## src/hw/rtl/rart_pkg.sv

```systemverilog
// ----------------------------------------------------------------------------
// rart_pkg: shared types and constants for the range address remap table
// Entry count, operation and status codes, scan record passed between cells.
// ----------------------------------------------------------------------------
package rart_pkg;

    localparam int ENTRIES = 16;
    localparam int IDX_W   = (ENTRIES > 1) ? $clog2(ENTRIES) : 1;
    localparam int ADDR_W  = 48;
    localparam int LEN_W   = 32;

    typedef enum logic [1:0] {
        FUNC_ADD    = 2'd0,
        FUNC_REMOVE = 2'd1,
        FUNC_REMAP  = 2'd2,
        FUNC_NOP    = 2'd3
    } t_func;

    typedef enum logic [2:0] {
        ST_OK         = 3'd0,
        ST_ALREADY    = 3'd1,
        ST_NOT_MAPPED = 3'd2,
        ST_OFFSET     = 3'd3,
        ST_FULL       = 3'd4
    } t_status;

    typedef enum logic [1:0] {
        S_IDLE,
        S_SCAN,
        S_DONE
    } t_state;

    // running search record handed from cell to cell
    typedef struct packed {
        logic              found;
        logic [ADDR_W-1:0] base;
        logic [LEN_W-1:0]  len;
        logic [ADDR_W-1:0] dbase;
        logic [IDX_W-1:0]  idx;
        logic              free_found;
        logic [IDX_W-1:0]  free_idx;
    } t_scan;

    // write command broadcast to all cells
    typedef struct packed {
        logic              wr;
        logic              clr;
        logic [IDX_W-1:0]  idx;
        logic [ADDR_W-1:0] base;
        logic [LEN_W-1:0]  len;
        logic [ADDR_W-1:0] dbase;
    } t_wcmd;

endpackage

```

## src/hw/rtl/rart_cell.sv

```systemverilog
// ----------------------------------------------------------------------------
// rart_cell: one table entry
// Holds one translation; the scan record passes through it one step a cycle while i_step is high.
// ----------------------------------------------------------------------------
module rart_cell import rart_pkg::*; (
    input  logic              i_clk,
    input  logic              i_rst_n,
    input  logic [IDX_W-1:0]  i_my_idx,
    input  logic              i_step,
    input  logic [ADDR_W-1:0] i_addr,
    input  t_scan             i_scan,
    input  t_wcmd             i_wcmd,
    output t_scan             o_scan
);
    logic              r_valid;
    logic [ADDR_W-1:0] r_base;
    logic [LEN_W-1:0]  r_len;
    logic [ADDR_W-1:0] r_dbase;
    t_scan             r_out;
    t_scan             n_out;
    logic              sel;

    always_ff @(posedge i_clk) begin
        if (!i_rst_n) begin
            r_valid <= 1'b0;
        end else if (i_wcmd.wr && i_wcmd.idx == i_my_idx) begin
            r_valid <= 1'b1;
        end else if (i_wcmd.clr && i_wcmd.idx == i_my_idx) begin
            r_valid <= 1'b0;
        end
    end

    always_ff @(posedge i_clk) begin
        if (i_wcmd.wr && i_wcmd.idx == i_my_idx) begin
            r_base  <= i_wcmd.base;
            r_len   <= i_wcmd.len;
            r_dbase <= i_wcmd.dbase;
        end
    end

    always_comb begin
        n_out = i_scan;
        sel = r_valid && r_base <= i_addr && (!i_scan.found || r_base > i_scan.base);
        if (sel) begin
            n_out.found = 1'b1;
            n_out.base  = r_base;
            n_out.len   = r_len;
            n_out.dbase = r_dbase;
            n_out.idx   = i_my_idx;
        end
        if (!r_valid && !i_scan.free_found) begin
            n_out.free_found = 1'b1;
            n_out.free_idx   = i_my_idx;
        end
    end

    always_ff @(posedge i_clk) begin
        if (i_step) begin
            r_out <= n_out;
        end
    end

    assign o_scan = r_out;
endmodule

```

## config.mk

```make
export PLATFORM = sky130hd
export DESIGN_NAME = rart_cell
export DESIGN_NICKNAME = d
export VERILOG_FILES = /design/src/hw/rtl/rart_pkg.sv /design/src/hw/rtl/rart_cell.sv
export SDC_FILE = /design/constraint.sdc
export NUM_CORES = 1
export LEC_CHECK = 0
export BUFFER_PORTS_ARGS = -buffer_cell sky130_fd_sc_hd__buf_2
export CAP_MARGIN = 20
export CORE_MARGIN = 3
export CORE_UTILIZATION = 25
export DETAILED_ROUTE_END_ITERATION = 6
export PLACE_DENSITY = 0.49
export SLEW_MARGIN = 10
export SYNTH_ARGS = -nofsm -noshare
export SYNTH_HDL_FRONTEND = slang
export SYNTH_SLANG_ARGS = --single-unit
```

## constraint.sdc

```tcl
create_clock -name i_clk -period 4.3 [get_ports i_clk]
set_clock_uncertainty 0.15 [all_clocks]
set_input_delay 0.43 -clock i_clk [delete_from_list [all_inputs] [get_ports i_clk]]
set_output_delay 0.43 -clock i_clk [all_outputs]
set_load 0.01 [all_outputs]
```

# Yosys cells after proc, flatten, opt, wreduce, memory -nomap -nowiden
# Index checks and enable logic that the tools add are counted.
# Widths: inputs -> output; s select.
# classes
magnitude_cmp	2
n_eq_ne	1
n_mux	4
n_reduce_logical	10
# ops
cell	n
$mux 132	1
$gt 48x48->1	1
$le 48x48->1	1
$logic_and 1x1->1	5
$eq 4x4->1	1
$mux 4	1
$logic_not 1->1	3
$mux 1	2
$reduce_bool 2->1	1
$logic_or 1x1->1	1
# word_totals
register_bits	267
in_bits	327
out_inout_bits	138
word_cells	28

# Logic depth before layout (Yosys ltp)
# logic_depth
depth_word	4
depth_mapped	11
ltp_nobuf	9

# Least setup slack after synthesis
# OpenSTA, ideal clock, no wires.
# synth_path
path_type	input -> register
from	input port i_my_idx[1]
to	register r_base[0] (enable)
setup_ns	0.503
arrival_ns	3.870
required_time_ns	3.647
path_slack_ns	-0.223
path_stages	3
n_path_buf	0
path_cell_list	xor2_1 > nor4_1 > and2_1
# synth_via
elab_chain_len	2
# synth_lines
element	line	source
start: declaration	rart_cell.sv:8	input logic [IDX_W-1:0] i_my_idx,
$eq 4x4->1	rart_cell.sv:34	if (i_wcmd.wr && i_wcmd.idx == i_my_idx) begin
$logic_and 1x1->1	rart_cell.sv:34	
end signal: assignment	rart_cell.sv:35	r_base <= i_wcmd.base;
end: declaration	rart_cell.sv:16	logic [ADDR_W-1:0] r_base;
# No other way between the ends.
# A chain may end at the register's enable or synchronous reset.

==> results.md <==
* Syn-to-layout area delta at 46.8%
* CP max stage cell: a2111oi_0
* Compound-cell area share of the yosys netlist at 0.0417
* Cell Pwr Density at between 300 and 400 nW/um^2
* IO Pins at roughly 470
* Vias at between 8,000 and 9,000
* Root Buffer: clkbuf_16
* Hold_buf cts at around 150
* CTS tree: done
* Outcome: finished, final reports clean
* Core box area at around 49,000 um^2
* Routed Wire Length at 38,300 um
* Synth cell types at 39
* Layout fillers at approximately 4,700
* Post-route antenna net violation count at 0
* Clock Latency Late Sink at 0.54 ns
* Vias in the first global route at between 9,000 and 10,000
* Port bufs at between 400 and 500
* CTS buffer count at 35
* Crit-path cells: ha_1 -> a21o_1 -> a21o_1 -> a2111oi_0 -> buf_1 -> buf_4 -> a21oi_1 -> o211ai_4 -> buf_12 -> mux2_2
* Post-Synth Simple-Gate Area at 0.0323
* H-tree depth at 2
* First-pass GRT wire length at 56,500 um
* Crit path top cell by count: a21o_1
* Setup bufs post-CTS at 0
* Slew Viols, Final at 0
* Final hold vios at 0
* Crit Path Category: flop to flop
* Drc violations at 0
* Peak VDD IR at 0.000278 V
* Crit-path max FO at 52
* Kind of cell adding the most delay to the critical path: compound AO/OA/AOI/OAI gates
* Final total power at about 6700 uW
* Worst stage delay on the critical path at around 0.48 ns
* Post-synthesis sequential element count at about 270
* Worst-Margin Slew at 0.761 ns
* Initial Util at 0.254
* Die area at 52,700 um^2
* CP Launch Type: flop
* Mapped Cells at 769
* Hold Path Class: primary input to flop
* RSZ-0062 raised after global routing: false
* Synthesis Warnings at 0
* GP Congestion at approximately 0.82
* Maximum clock insertion buffer count at 3
* CP Capture Type: flop
* Static Leakage at 0.00818 uW
* Critical Path RT at 4.44 ns
* Post-Syn Area at around 12,000 um^2
* DR vias/cell at ~4.2
* Min Tclk post-route at approximately 3.6 ns
* Die span in x at 230 um
* Pre-Repair DR Iteration Count at 6
* Initial DRC Count at 358
* Final period util at 0.836
* CP bufs+invs at 3
* Clock transition at path regs at 0.06 ns
* Setup violators final at 0
* Mapped Avg Cell Area at between 15 and 20 um^2
* CTS-repair resized insts at 0
* Share of layout cells above drive strength 1 at 0.458
* Initial antenna violation count at 11
* Cell Rows at 81
* Clk sinks at 267
* Nets at between 1,500 and 2,000
* Max-cap viol count at 0
* Detailed placement HPWL at around 29,000 um
* Area share of fa/ha/maj cells after synthesis at 0.0962
* Remaining Overflow, GRT at 0
* Fmax at 278 MHz
* Placement Setup Slack at between 0.6 and 0.7 ns
* Avg WL per Cell at 18.1 um
* Gr usage total at 0.141
* Post-Route Setup TNS at 0 ns
* PnR worst setup slack at 0.706 ns
* Main combinational cell family by area after synthesis: multiplexers
* Worst Path Arrival at 3.73 ns
* Rel. slew slack at 0.492
* Die H at roughly 230 um
* Multiplexer share of the synthesized area at 0.147
* Pin count of the biggest net entering global routing at 72
* Syn_nets at between 1,000 and 1,500
* Post-Synth XOR/XNOR Area at 0.00281
* Sequential area share after synthesis at 0.641
-- layer usage --
| metal | GRT usage | part of all wire | vias to the layer above |
|---|---|---|---|
| li1 | - | - | 4250 |
| met1 | 0.169 | 0.40 | 4220 |
| met2 | 0.239 | 0.49 | 289 |
| met3 | 0.0394 | 0.067 | 77 |
| met4 | 0.0594 | 0.034 | 4 |
| met5 | 0 | 0.00071 | - |
-- path summary, 6_finish.rpt --
check	cells after the start	start	endpoint	slack, ns
hold / removal	2	i_scan[13]	o_scan[13]	0.04
setup / recovery	10	r_base[13]	o_scan[49]	0.71
setup reg to reg	10	r_base[13]	o_scan[49]	0.71
hold reg to reg	1	r_dbase[0]	o_scan[9]	0.39
-- area by class of cell --
cell class                 instances  area (um^2)  share of cell area
sequential                       267         8010               0.437
multi-input combinational        391         4000               0.218
timing repair buffer             628         3990               0.217
clock buffer                      44          910              0.0496
tap                              664          831              0.0453
inverter                          97          364              0.0199
clock inverter                    17          206              0.0113
antenna                            9         22.5             0.00123
-- sequential cells by signal, summed over array words and instances (netlist names) --
register	count
r_dbase	48
o_scan	138
r_base	48
r_valid	1
r_len	32
-- stage by stage --
| stage | cells | instance area (um^2) | utilization | hold WS, ns |
|---|---|---|---|---|
| 2_1_floorplan | 769 | 12500 | - | 0.331 |
| 3_3_place_gp | 1894 | 15700 | 0.319 | 0.376 |
| 3_5_place_dp | 1895 | 15700 | 0.319 | 0.383 |
| 4_1_cts | 2108 | 18300 | 0.372 | 0.000495 |
| 5_1_grt | 2116 | 18300 | 0.373 | 0.00919 |
| 6_report | 2117 | 18300 | 0.373 | 0.0425 |
-- power breakdown --
group	total (uW)	internal, uW	switching (uW)	leakage [uW]
Clock	2880	1740	1140	0.000546
Sequential	3050	3000	42.7	0.00251
Combinational	739	408	331	0.00512
Total	6670	5160	1510	0.00818
-- placed cells by master, fill, tap and decap left out, types with 23 or more instances in the layout --
cell type      count
dlygate4sd3_1    152
edfxtp_1         266
inv_1             97
buf_2            463
ha_1              96
mux2_2            56
nand4_1           23
a21oi_1           36
mux2_4            80
clkbuf_16         35
-- kinds of logic after synthesis --
logic type | count (synthesis)
AO/OA/AOI/OAI | 81
flip-flops | 267
AND/OR/NAND/NOR | 74
XOR/XNOR | 4
multiplexers | 136
adder cells (fa/ha/maj) | 96
buffers and inverters | 111
-- synthesized netlist by cell type --
| cell | instances | area share |
|---|---|---|
| and2_1 | 1 | 0.00050 |
| nor2b_1 | 2 | 0.0010 |
| dfxtp_1 | 1 | 0.0016 |
| o211ai_1 | 2 | 0.0012 |
| nand2_1 | 14 | 0.0042 |
| buf_6 | 9 | 0.0081 |
| o31a_1 | 1 | 0.00070 |
| mux2_2 | 56 | 0.050 |
| o21a_1 | 5 | 0.0030 |
| a221oi_1 | 1 | 0.00070 |
| o21ai_0 | 9 | 0.0036 |
| nand2b_1 | 1 | 0.00050 |
| nand4_1 | 23 | 0.012 |
| nand4b_1 | 1 | 0.00070 |
| a21oi_1 | 36 | 0.014 |
| buf_2 | 5 | 0.0020 |
| and4_1 | 2 | 0.0014 |
| inv_1 | 97 | 0.029 |
| xor2_1 | 4 | 0.0028 |
| nor4_1 | 6 | 0.0030 |
| and3_1 | 2 | 0.0010 |
| o2111a_1 | 1 | 0.00090 |
| o211a_1 | 1 | 0.00080 |
| a22oi_1 | 1 | 0.00060 |
| a21boi_0 | 3 | 0.0018 |
| ha_1 | 96 | 0.096 |
| a221o_1 | 1 | 0.00080 |
| o211ai_2 | 1 | 0.0010 |
| mux2_4 | 80 | 0.096 |
| a2bb2oi_1 | 1 | 0.00070 |
| a2111oi_0 | 2 | 0.0014 |
| nand3_1 | 13 | 0.0052 |
| a211oi_1 | 1 | 0.00060 |
| o31ai_1 | 2 | 0.0012 |
| edfxtp_1 | 266 | 0.64 |
| a21o_1 | 11 | 0.0066 |
| nor2_1 | 4 | 0.0012 |
| o311a_1 | 2 | 0.0016 |
| nor3_1 | 5 | 0.0020 |
Note: power is estimated with default switching activity, not from simulation.
