===== src/hw/rtl/rart_pkg.sv =====
// ----------------------------------------------------------------------------
// rart_pkg: shared types and constants for the range address remap table
// Entry count, operation and status codes, scan record passed between cells.
// ----------------------------------------------------------------------------
package rart_pkg;

    localparam int ENTRIES = 16;
    localparam int IDX_W   = (ENTRIES > 1) ? $clog2(ENTRIES) : 1;
    localparam int ADDR_W  = 48;
    localparam int LEN_W   = 32;

    typedef enum logic [1:0] {
        FUNC_ADD    = 2'd0,
        FUNC_REMOVE = 2'd1,
        FUNC_REMAP  = 2'd2,
        FUNC_NOP    = 2'd3
    } t_func;

    typedef enum logic [2:0] {
        ST_OK         = 3'd0,
        ST_ALREADY    = 3'd1,
        ST_NOT_MAPPED = 3'd2,
        ST_OFFSET     = 3'd3,
        ST_FULL       = 3'd4
    } t_status;

    typedef enum logic [1:0] {
        S_IDLE,
        S_SCAN,
        S_DONE
    } t_state;

    // running search record handed from cell to cell
    typedef struct packed {
        logic              found;
        logic [ADDR_W-1:0] base;
        logic [LEN_W-1:0]  len;
        logic [ADDR_W-1:0] dbase;
        logic [IDX_W-1:0]  idx;
        logic              free_found;
        logic [IDX_W-1:0]  free_idx;
    } t_scan;

    // write command broadcast to all cells
    typedef struct packed {
        logic              wr;
        logic              clr;
        logic [IDX_W-1:0]  idx;
        logic [ADDR_W-1:0] base;
        logic [LEN_W-1:0]  len;
        logic [ADDR_W-1:0] dbase;
    } t_wcmd;

endpackage


===== src/hw/rtl/rart_ctrl.sv =====
// ----------------------------------------------------------------------------
// rart_ctrl: sequencer and result stage
// Starts the scan, counts steps, decides the operation and writes back.
// ----------------------------------------------------------------------------
module rart_ctrl import rart_pkg::*; (
    input  logic              i_clk,
    input  logic              i_rst_n,
    input  logic              i_valid,
    output logic              o_ready,
    input  logic [1:0]        i_func,
    input  logic [ADDR_W-1:0] i_source_addr,
    input  logic [LEN_W-1:0]  i_range_length,
    input  logic [ADDR_W-1:0] i_dest_base,
    input  t_scan             i_scan_end,
    output logic              o_step,
    output logic [ADDR_W-1:0] o_addr,
    output t_wcmd             o_wcmd,
    output logic              o_out_valid,
    input  logic              i_out_ready,
    output logic [2:0]        o_status,
    output logic [ADDR_W-1:0] o_dest_addr
);
    localparam logic [IDX_W:0] LAST = (IDX_W+1)'(ENTRIES - 1);

    t_state            r_state, n_state;
    logic [IDX_W:0]    r_cnt, n_cnt;
    logic [1:0]        r_func;
    logic [ADDR_W-1:0] r_addr;
    logic [LEN_W-1:0]  r_len;
    logic [ADDR_W-1:0] r_dbase;
    logic [2:0]        r_status, n_status;
    logic [ADDR_W-1:0] r_res, n_res;
    t_wcmd             n_wcmd;
    logic [ADDR_W-1:0] offset;
    logic              in_range;
    logic              accept;

    assign accept  = i_valid && o_ready;
    assign o_ready = (r_state == S_IDLE);
    // the accept cycle is the first step: cell 0 folds with the incoming address
    assign o_step  = (r_state == S_SCAN) || accept;
    assign o_addr  = accept ? i_source_addr : r_addr;

    assign offset = r_addr - i_scan_end.base;
    assign in_range = i_scan_end.found && offset < {{(ADDR_W-LEN_W){1'b0}}, i_scan_end.len};

    always_ff @(posedge i_clk) begin
        if (!i_rst_n) begin
            r_state <= S_IDLE;
            r_cnt   <= '0;
        end else begin
            r_state <= n_state;
            r_cnt   <= n_cnt;
        end
    end

    always_ff @(posedge i_clk) begin
        if (accept) begin
            r_func  <= i_func;
            r_addr  <= i_source_addr;
            r_len   <= i_range_length;
            r_dbase <= i_dest_base;
        end
        if (r_state == S_SCAN && r_cnt == LAST) begin
            r_status <= n_status;
            r_res    <= n_res;
        end
    end

    always_comb begin
        n_state  = r_state;
        n_cnt    = r_cnt;
        n_status = ST_OK;
        n_res    = '0;
        n_wcmd   = '0;
        n_wcmd.base  = r_addr;
        n_wcmd.len   = r_len;
        n_wcmd.dbase = r_dbase;
        unique case (r_state)
            S_IDLE: begin
                n_cnt = '0;
                if (i_valid) begin
                    n_state = S_SCAN;
                end
            end
            S_SCAN: begin
                n_cnt = r_cnt + 1'b1;
                if (r_cnt == LAST) begin
                    n_state = S_DONE;
                    unique case (t_func'(r_func))
                        FUNC_ADD: begin
                            if (in_range) begin
                                n_status = ST_ALREADY;
                            end else if (i_scan_end.found && offset == '0) begin
                                n_wcmd.wr  = 1'b1;
                                n_wcmd.idx = i_scan_end.idx;
                                n_res      = r_dbase;
                            end else if (i_scan_end.free_found) begin
                                n_wcmd.wr  = 1'b1;
                                n_wcmd.idx = i_scan_end.free_idx;
                                n_res      = r_dbase;
                            end else begin
                                n_status = ST_FULL;
                            end
                        end
                        FUNC_REMOVE: begin
                            if (!in_range) begin
                                n_status = ST_NOT_MAPPED;
                            end else if (offset != '0) begin
                                n_status = ST_OFFSET;
                            end else begin
                                n_wcmd.clr = 1'b1;
                                n_wcmd.idx = i_scan_end.idx;
                            end
                        end
                        FUNC_REMAP: begin
                            if (!in_range) begin
                                n_status = ST_NOT_MAPPED;
                            end else begin
                                n_res = i_scan_end.dbase + offset;
                            end
                        end
                        default: begin
                        end
                    endcase
                end
            end
            S_DONE: begin
                if (i_out_ready) begin
                    n_state = S_IDLE;
                end
            end
            default: n_state = S_IDLE;
        endcase
    end

    assign o_wcmd      = n_wcmd;
    assign o_out_valid = (r_state == S_DONE);
    assign o_status    = r_status;
    assign o_dest_addr = r_res;

`ifndef SYNTHESIS
    a_cnt_range: assert property (@(posedge i_clk) disable iff (!i_rst_n)
        r_state == S_SCAN |-> r_cnt <= LAST) else $error("scan count overrun");
    a_one_write: assert property (@(posedge i_clk) disable iff (!i_rst_n)
        !(o_wcmd.wr && o_wcmd.clr)) else $error("write and clear together");
    a_write_end: assert property (@(posedge i_clk) disable iff (!i_rst_n)
        (o_wcmd.wr || o_wcmd.clr) |=> r_state == S_DONE)
        else $error("write outside scan end");
    a_hold: assert property (@(posedge i_clk) disable iff (!i_rst_n)
        (o_out_valid && !i_out_ready) |=> $stable(o_dest_addr) && $stable(o_status))
        else $error("result changed while stalled");
`endif
endmodule


===== config.mk =====
export PLATFORM = sky130hd
export DESIGN_NAME = rart_ctrl
export DESIGN_NICKNAME = d
export VERILOG_FILES = /design/src/hw/rtl/rart_pkg.sv /design/src/hw/rtl/rart_ctrl.sv
export SDC_FILE = /design/constraint.sdc
export NUM_CORES = 1
export LEC_CHECK = 0
export ABC_AREA = 1
export BUFFER_PORTS_ARGS = -buffer_cell sky130_fd_sc_hd__buf_2
export CORE_ASPECT_RATIO = 0.6
export CORE_MARGIN = 2
export CORE_UTILIZATION = 46
export CTS_CLUSTER_SIZE = 12
export DETAILED_ROUTE_END_ITERATION = 16
export PLACE_DENSITY = 0.76
export RECOVER_POWER = 50
export SETUP_SLACK_MARGIN = 0.05
export SLEW_MARGIN = 25
export SYNTH_ARGS = -nofsm -noshare
export SYNTH_HDL_FRONTEND = slang
export SYNTH_SLANG_ARGS = --single-unit

===== constraint.sdc =====
create_clock -name i_clk -period 4.6 [get_ports i_clk]
set_input_delay 0.92 -clock i_clk [delete_from_list [all_inputs] [get_ports i_clk]]
set_output_delay 0.92 -clock i_clk [all_outputs]
set_load 0.005 [all_outputs]

### Word-level counts from Yosys, hierarchy flattened

Cells that the tools add are included.

* $add $sub $neg: 3
* magnitude comparators: 1
* equal/unequal tests: 8
* mux-type cells: 31
* reduce and logical (&&, ||, !) cells: 12

Operators with widths (number)
* $mux 48: 5
* $pmux 48 s2: 1
* $add 48x48->48: 1
* $logic_not 48->1: 1
* $lt 48x32->1: 1
* $reduce_bool 48->1: 1
* $sub 48x48->48: 1
* $mux 2: 6
* $mux 4: 3
* $mux 6: 2
* $mux 5: 2
* $pmux 5 s2: 1
* $mux 3: 3
* $pmux 3 s3: 1
* $pmux 4 s2: 1
* $pmux 2 s3: 1
* $add 5x1->5 const B: 1
* $eq 5x4->1 const B: 1
* $mux 1: 5
* $eq 2x1->1 const B: 2
* $eq 2x2->1 const B: 2
* $logic_and 1x1->1: 4
* $logic_not 2->1: 2
* $ne 2x1->1 const B: 2
* 5 further kinds: 5

* register bits: 188
* input port bits: 272
* word-level logic and storage cells: 63

### Depth between registers and ports, before layout

* word-level depth: 8
* mapped depth: 30
* gate-level depth less buffers: 29

### Worst setup path before layout

Ideal clock, no wire load.

* path kind: register to output
* start point: reg r_cnt[1]
* end point: out o_wcmd[128] (netlist name)
* data arrival time: 4.144 ns
* setup slack: -0.464 ns
* stages on the path, launching flop included: 10
* path buffers: 1
* cell sequence: dfxtp_1 > ha_1 > inv_1 > nor3_1 > ha_1 > inv_1 > nor2_1 > inv_1 > clkbuf_1 > a21oi_1

RTL lines
* start: declaration: RTL line rart_ctrl.sv:26 `logic [IDX_W:0] r_cnt, n_cnt;`
* start signal: assignment: RTL line rart_ctrl.sv:53 `r_cnt <= n_cnt;`
* end: declaration: RTL line rart_ctrl.sv:17 `output t_wcmd o_wcmd,`

==> metrics list <==
* Outcome: complete, but fails checks
* Violations in the final reports: max-capacitance violations, max-slew violations, negative setup slack
* Area of the die: 36,130 um^2
* Number of global-route vias before repair: 18,163
- Cells after Synth: 2,319
- The number of antenna violations at the first check in global routing was 7.
* Adder-Cell Fraction of Synth Area: 0.1024
* Synthesized area divided by synthesized cell count: 6.860 um^2
- Clock latency on the worst-skew pair, taken at its later pin, is 470 ps.
* Register cell area after layout: 5095 um^2
* First-pass GRT wire length: 96,860 um
- The setup check on the worst reg-to-reg path leaves a slack of 240 ps.
- Area grow syn2layout: 54.14%
- In this run the clock root is driven by a sky130_fd_sc_hd__clkbuf_16.
- Buffer levels on the longest clock path: 2
* Average vias per placed instance: just over 5
- Placed Area: 21,810 um^2
- The die is 148.0 um tall.
* Worst Hold Class: reg -> reg
- Power density cells: about 370 nW/um^2
- In this run the worst setup path terminates at o_wcmd[128].
- The die is roughly 240 um wide.
* Mux cell area share after synthesis: 0
* Most area-hungry cell type in the Yosys netlist: sky130_fd_sc_hd__edfxtp_1
- Maximum clock skew at final layout: 19.58 ps
- Of the total synthesized cell area, the portion taken by AND, OR, NAND and NOR gates is 0.3420.
- H-tree levels: 4
* Yosys cell types: slightly above 50
- Part of the Yosys area used for sequential elements: 0.3203
* Netlist area before placement: 15,910 um^2
* Highest-utilization routing layer at the global route stage: met2
* End of the worst register-to-register path: o_dest_addr[32]
* Warning count from the yosys run: 0
* Input/output buffers: 507
- FF+latch count, synth: about 190
- Maximum fanout count along the critical path: 11
- Most frequent cell on the critical path: sky130_fd_sc_hd__buf_4
- Across the VDD grid, the largest voltage drop is between 0.3 and 0.4 mV.
- The routed design has between 60,000 and 70,000 um of wire.
* Final setup vio count: 6
- After legalization and detailed placement, the total HPWL measured 51,990 um.
- Total chip power: a little over 9000 uW
* Static Leak: 0.01279 uW
- Gpl congestion: 0.9815
- Entering global routing, the biggest net connects 68 pins.
- Xor and xnor fraction of the mapped netlist area: 0.02202
- Counting the buffers created by CTS gives 17.
* Startpoint of the lowest-slack register-to-register path: r_addr[0]
- The largest single stage delay on the critical path is 390 ps.
- Final cell area excluding filler cells: 24,520 um^2
- In this run the standard cell core region covers 33,900 um^2.
* Met2 usage: 0.5491
- The tool flagged a number of max-cap violations equal to 1.
- Pin placement for this block handled 508 I/O pins.
- The multi-input combinational cells in the finished layout cover a total of between 10,000 and 15,000 um^2.
- Cell with the largest stage delay on the worst path: sky130_fd_sc_hd__fa_2
* 1st-pass router iterations: 7
- Row generation in the floorplan step produced 52 rows.
- Met1 demand-to-capacity share in global routing: 0.4830
- The most common cell in the synthesized netlist is sky130_fd_sc_hd__nand2_1.
* GRT Overall Usage: 0.3459
- Final nets: around 3,700
- Tracing the worst setup path back leads to its startpoint at i_scan_end[89].
- The worst setup path is captured at an output pin.
- For the worst setup path, the data arrival time is 4110 ps.
* Synthesized-area fraction occupied by ao, oa, aoi and oai cells: 0.1000
* Peak clock frequency supported by timing: 198.8 MHz
- Fillers: 2,801
- Path type of the worst setup path: in -> out
* Area share of the largest cell type after synthesis: 0.2511
- The commonest cells after synthesis are sky130_fd_sc_hd__nand2_1 (792), sky130_fd_sc_hd__inv_1 (406), sky130_fd_sc_hd__nor2_1 (156), sky130_fd_sc_hd__edfxtp_1 (133), sky130_fd_sc_hd__ha_1 (127).
- At the pin with the least slew margin, the transition time is roughly 2300 ps.
- Number of max-slew violations in the final report: 50
- Final critical delay including setup and external delays: ~5000 ps
- Measured in cells, the most critical reg-to-reg path has a length of 26.
- Share of layout cells above drive strength 1: 0.4244
- After clock tree synthesis, the clock-pin slew on the worst setup and hold paths is 80 ps.
- Setup crit start kind: input pin
- Syn nets: 2,720
- Share of async-settable or async-resettable flops after synthesis: 0
* Final global-route overflow total: 0
- Setup repair after global routing could not meet its margin everywhere.
- The final count of hold timing violations came to 0.
- Once layout is complete, the cells apart from fillers number 3,739.
- After detailed placement, the design holds a cell count of between 3,000 and 4,000.
- Cells along the critical path: buf_6 > ha_4 > inv_4 > fa_2 > nand2_2 > nand2_2 > nand3_1 > nand2_2 > buf_4 > buf_4 > xor2_1 > buf_4 > nor2_1 > nand4_1 > nor2_1 > nand3_1 > nor2_1 > buf_4 > nand4_1 > nand3_4 > a21oi_2 > buf_2
- Max-Slew Margin vs Limit: -0.5342
* Top_reg_cell synth: sky130_fd_sc_hd__edfxtp_1
- The detail route stage leaves a number of antenna-violating nets equal to 0.
- The detailed router placed roughly 19,000 vias in this run.
- For this configuration, the core starts out at a cell density of 0.4693.
- Yosys mapped a number of flops with a built-in enable equal to 133.
- After the first detailed-routing iteration, the DRC count stood at around 1,800.
- Dominant combinational cell family by area after synthesis: simple AND/OR/NAND/NOR gates
* DRC errors left: 0
- Worst EP required: 3680 ps
- TritonCTS built the clock tree.
- Sum of negative setup slack: -2422 ps
* Clock net sink count: roughly 190
- Origin of the worst min-delay path: r_cnt[3]
- Setup slack after layout: -430.4 ps
- Ranked by total cell area, the synthesized netlist is headed by sky130_fd_sc_hd__edfxtp_1 (25%), sky130_fd_sc_hd__nand2_1 (19%), sky130_fd_sc_hd__ha_1 (10%).
- In the final routed layout, each cell accounts on average for approximately 18 um.
- In the global route stage, met3 resource usage came out at 0.05973.
* Share of the cycle needed by the critical path after routing: 1.094
## where the power goes
group / switching, uW / leakage (uW) / internal [uW]
combinational: 3030 / 0.0107 / 2540
clock: 831 / 0.000289 / 735
sequential: 92.1 / 0.00184 / 1920
total: 3950 / 0.0128 / 5190
## critical path: cells and delay by family
kind	cells	cell delay (ps)
adder cells (fa/ha/maj)	2	510
AND/OR/NAND/NOR	11	1530
buffers and inverters	7	920
XOR/XNOR	1	150
AO/OA/AOI/OAI	1	60
## flip-flops by register name (all words and copies together) (netlist names)
register	flops
r_func	2
o_status	3
r_dbase	48
o_dest_addr	48
r_cnt	5
r_state	2
r_len	32
r_addr	48
## layer usage
metal / vias to the layer above / part of all wire
li1: 9334 / -
met1: 8976 / 0.43
met2: 952 / 0.45
met3: 138 / 0.093
met4: 4 / 0.027
met5: - / 0.00035
## logic make-up (layout without fill, tap and decap cells)
logic type / after synthesis / after routing
DFF: 188 / 188
other: 0 / 5
buffers and inverters: 456 / 1412
adders and majority gates: 129 / 129
and+or+nand+nor: 1242 / 1242
xor gates and xnor gates: 40 / 40
AOI/OAI and AO/OA: 264 / 264
## cells in the final DEF (no fill, tap or decap), types with 5 or more instances in the layout
cell type	instances
sky130_fd_sc_hd__nand3b_1	7
sky130_fd_sc_hd__nand4_1	46
sky130_fd_sc_hd__inv_4	7
sky130_fd_sc_hd__buf_6	23
sky130_fd_sc_hd__nand3_1	96
sky130_fd_sc_hd__nor2_2	20
sky130_fd_sc_hd__o21a_1	8
sky130_fd_sc_hd__nand3_4	8
sky130_fd_sc_hd__buf_4	428
sky130_fd_sc_hd__clkbuf_16	17
sky130_fd_sc_hd__clkinv_8	5
sky130_fd_sc_hd__a21oi_1	94
sky130_fd_sc_hd__xnor2_1	13
sky130_fd_sc_hd__diode_2	5
sky130_fd_sc_hd__a21oi_2	46
sky130_fd_sc_hd__clkbuf_1	80
sky130_fd_sc_hd__o21ai_1	15
sky130_fd_sc_hd__or2_2	9
sky130_fd_sc_hd__nand2_4	31
sky130_fd_sc_hd__ha_1	80
sky130_fd_sc_hd__o21ai_0	30
sky130_fd_sc_hd__nand2_2	122
sky130_fd_sc_hd__inv_1	354
sky130_fd_sc_hd__nand2_1	655
sky130_fd_sc_hd__o21ai_2	23
sky130_fd_sc_hd__edfxtp_1	133
sky130_fd_sc_hd__a21o_1	7
sky130_fd_sc_hd__nand3_2	46
sky130_fd_sc_hd__dfxtp_1	55
sky130_fd_sc_hd__ha_4	45
sky130_fd_sc_hd__nor3_1	13
sky130_fd_sc_hd__inv_2	66
sky130_fd_sc_hd__a31oi_1	15
sky130_fd_sc_hd__buf_2	419
sky130_fd_sc_hd__nor2_4	30
sky130_fd_sc_hd__nor2_1	138
sky130_fd_sc_hd__xor2_1	23
## stage by stage
| step | setup slack (ps) | utilization | hold WS (ps) |
|---|---|---|---|
| 2_1_floorplan | 50.49 | - | 444.8 |
| 6_report | -430.4 | 0.7234 | 479.2 |
| 4_1_cts | -318.2 | 0.7011 | 474.1 |
| 5_1_grt | -626.0 | 0.7231 | 500.4 |
| 3_5_place_dp | -706.8 | 0.6433 | 462.5 |
| 3_3_place_gp | -603.3 | 0.6433 | 459.3 |
## worst min-delay path by stage
stage	slack (ps)	cells past startpoint	to
4_1_cts	470	2	r_cnt[3]
3_5_place_dp	460	2	r_cnt[3]
6_report	480	2	r_cnt[3]
5_1_grt	500	2	r_cnt[3]
2_1_floorplan	440	2	r_cnt[3]
3_3_place_gp	460	2	r_cnt[3]
## repair_timing
action                     in CTS  in global routing
hold endpoints to repair        0                  0
pin swaps                     101                 97
setup endpoints to repair      15                 43
resized for setup             261                165
hold buffers                    0                  0
buffers inserted               36                 28
## final cells by class
| cell class | instances | area share |
|---|---|---|
| Timing Repair Buffer | 953 | 0.2418 |
| Clock inverter | 14 | 0.006838 |
| Antenna cell | 5 | 0.0005103 |
| Clock buffer | 17 | 0.01735 |
| Sequential cell | 188 | 0.2078 |
| Multi-Input combinational cell | 1675 | 0.4355 |
| Tap cell | 459 | 0.02342 |
| Inverter | 428 | 0.06674 |
Note: power is estimated with default switching activity, not from simulation.
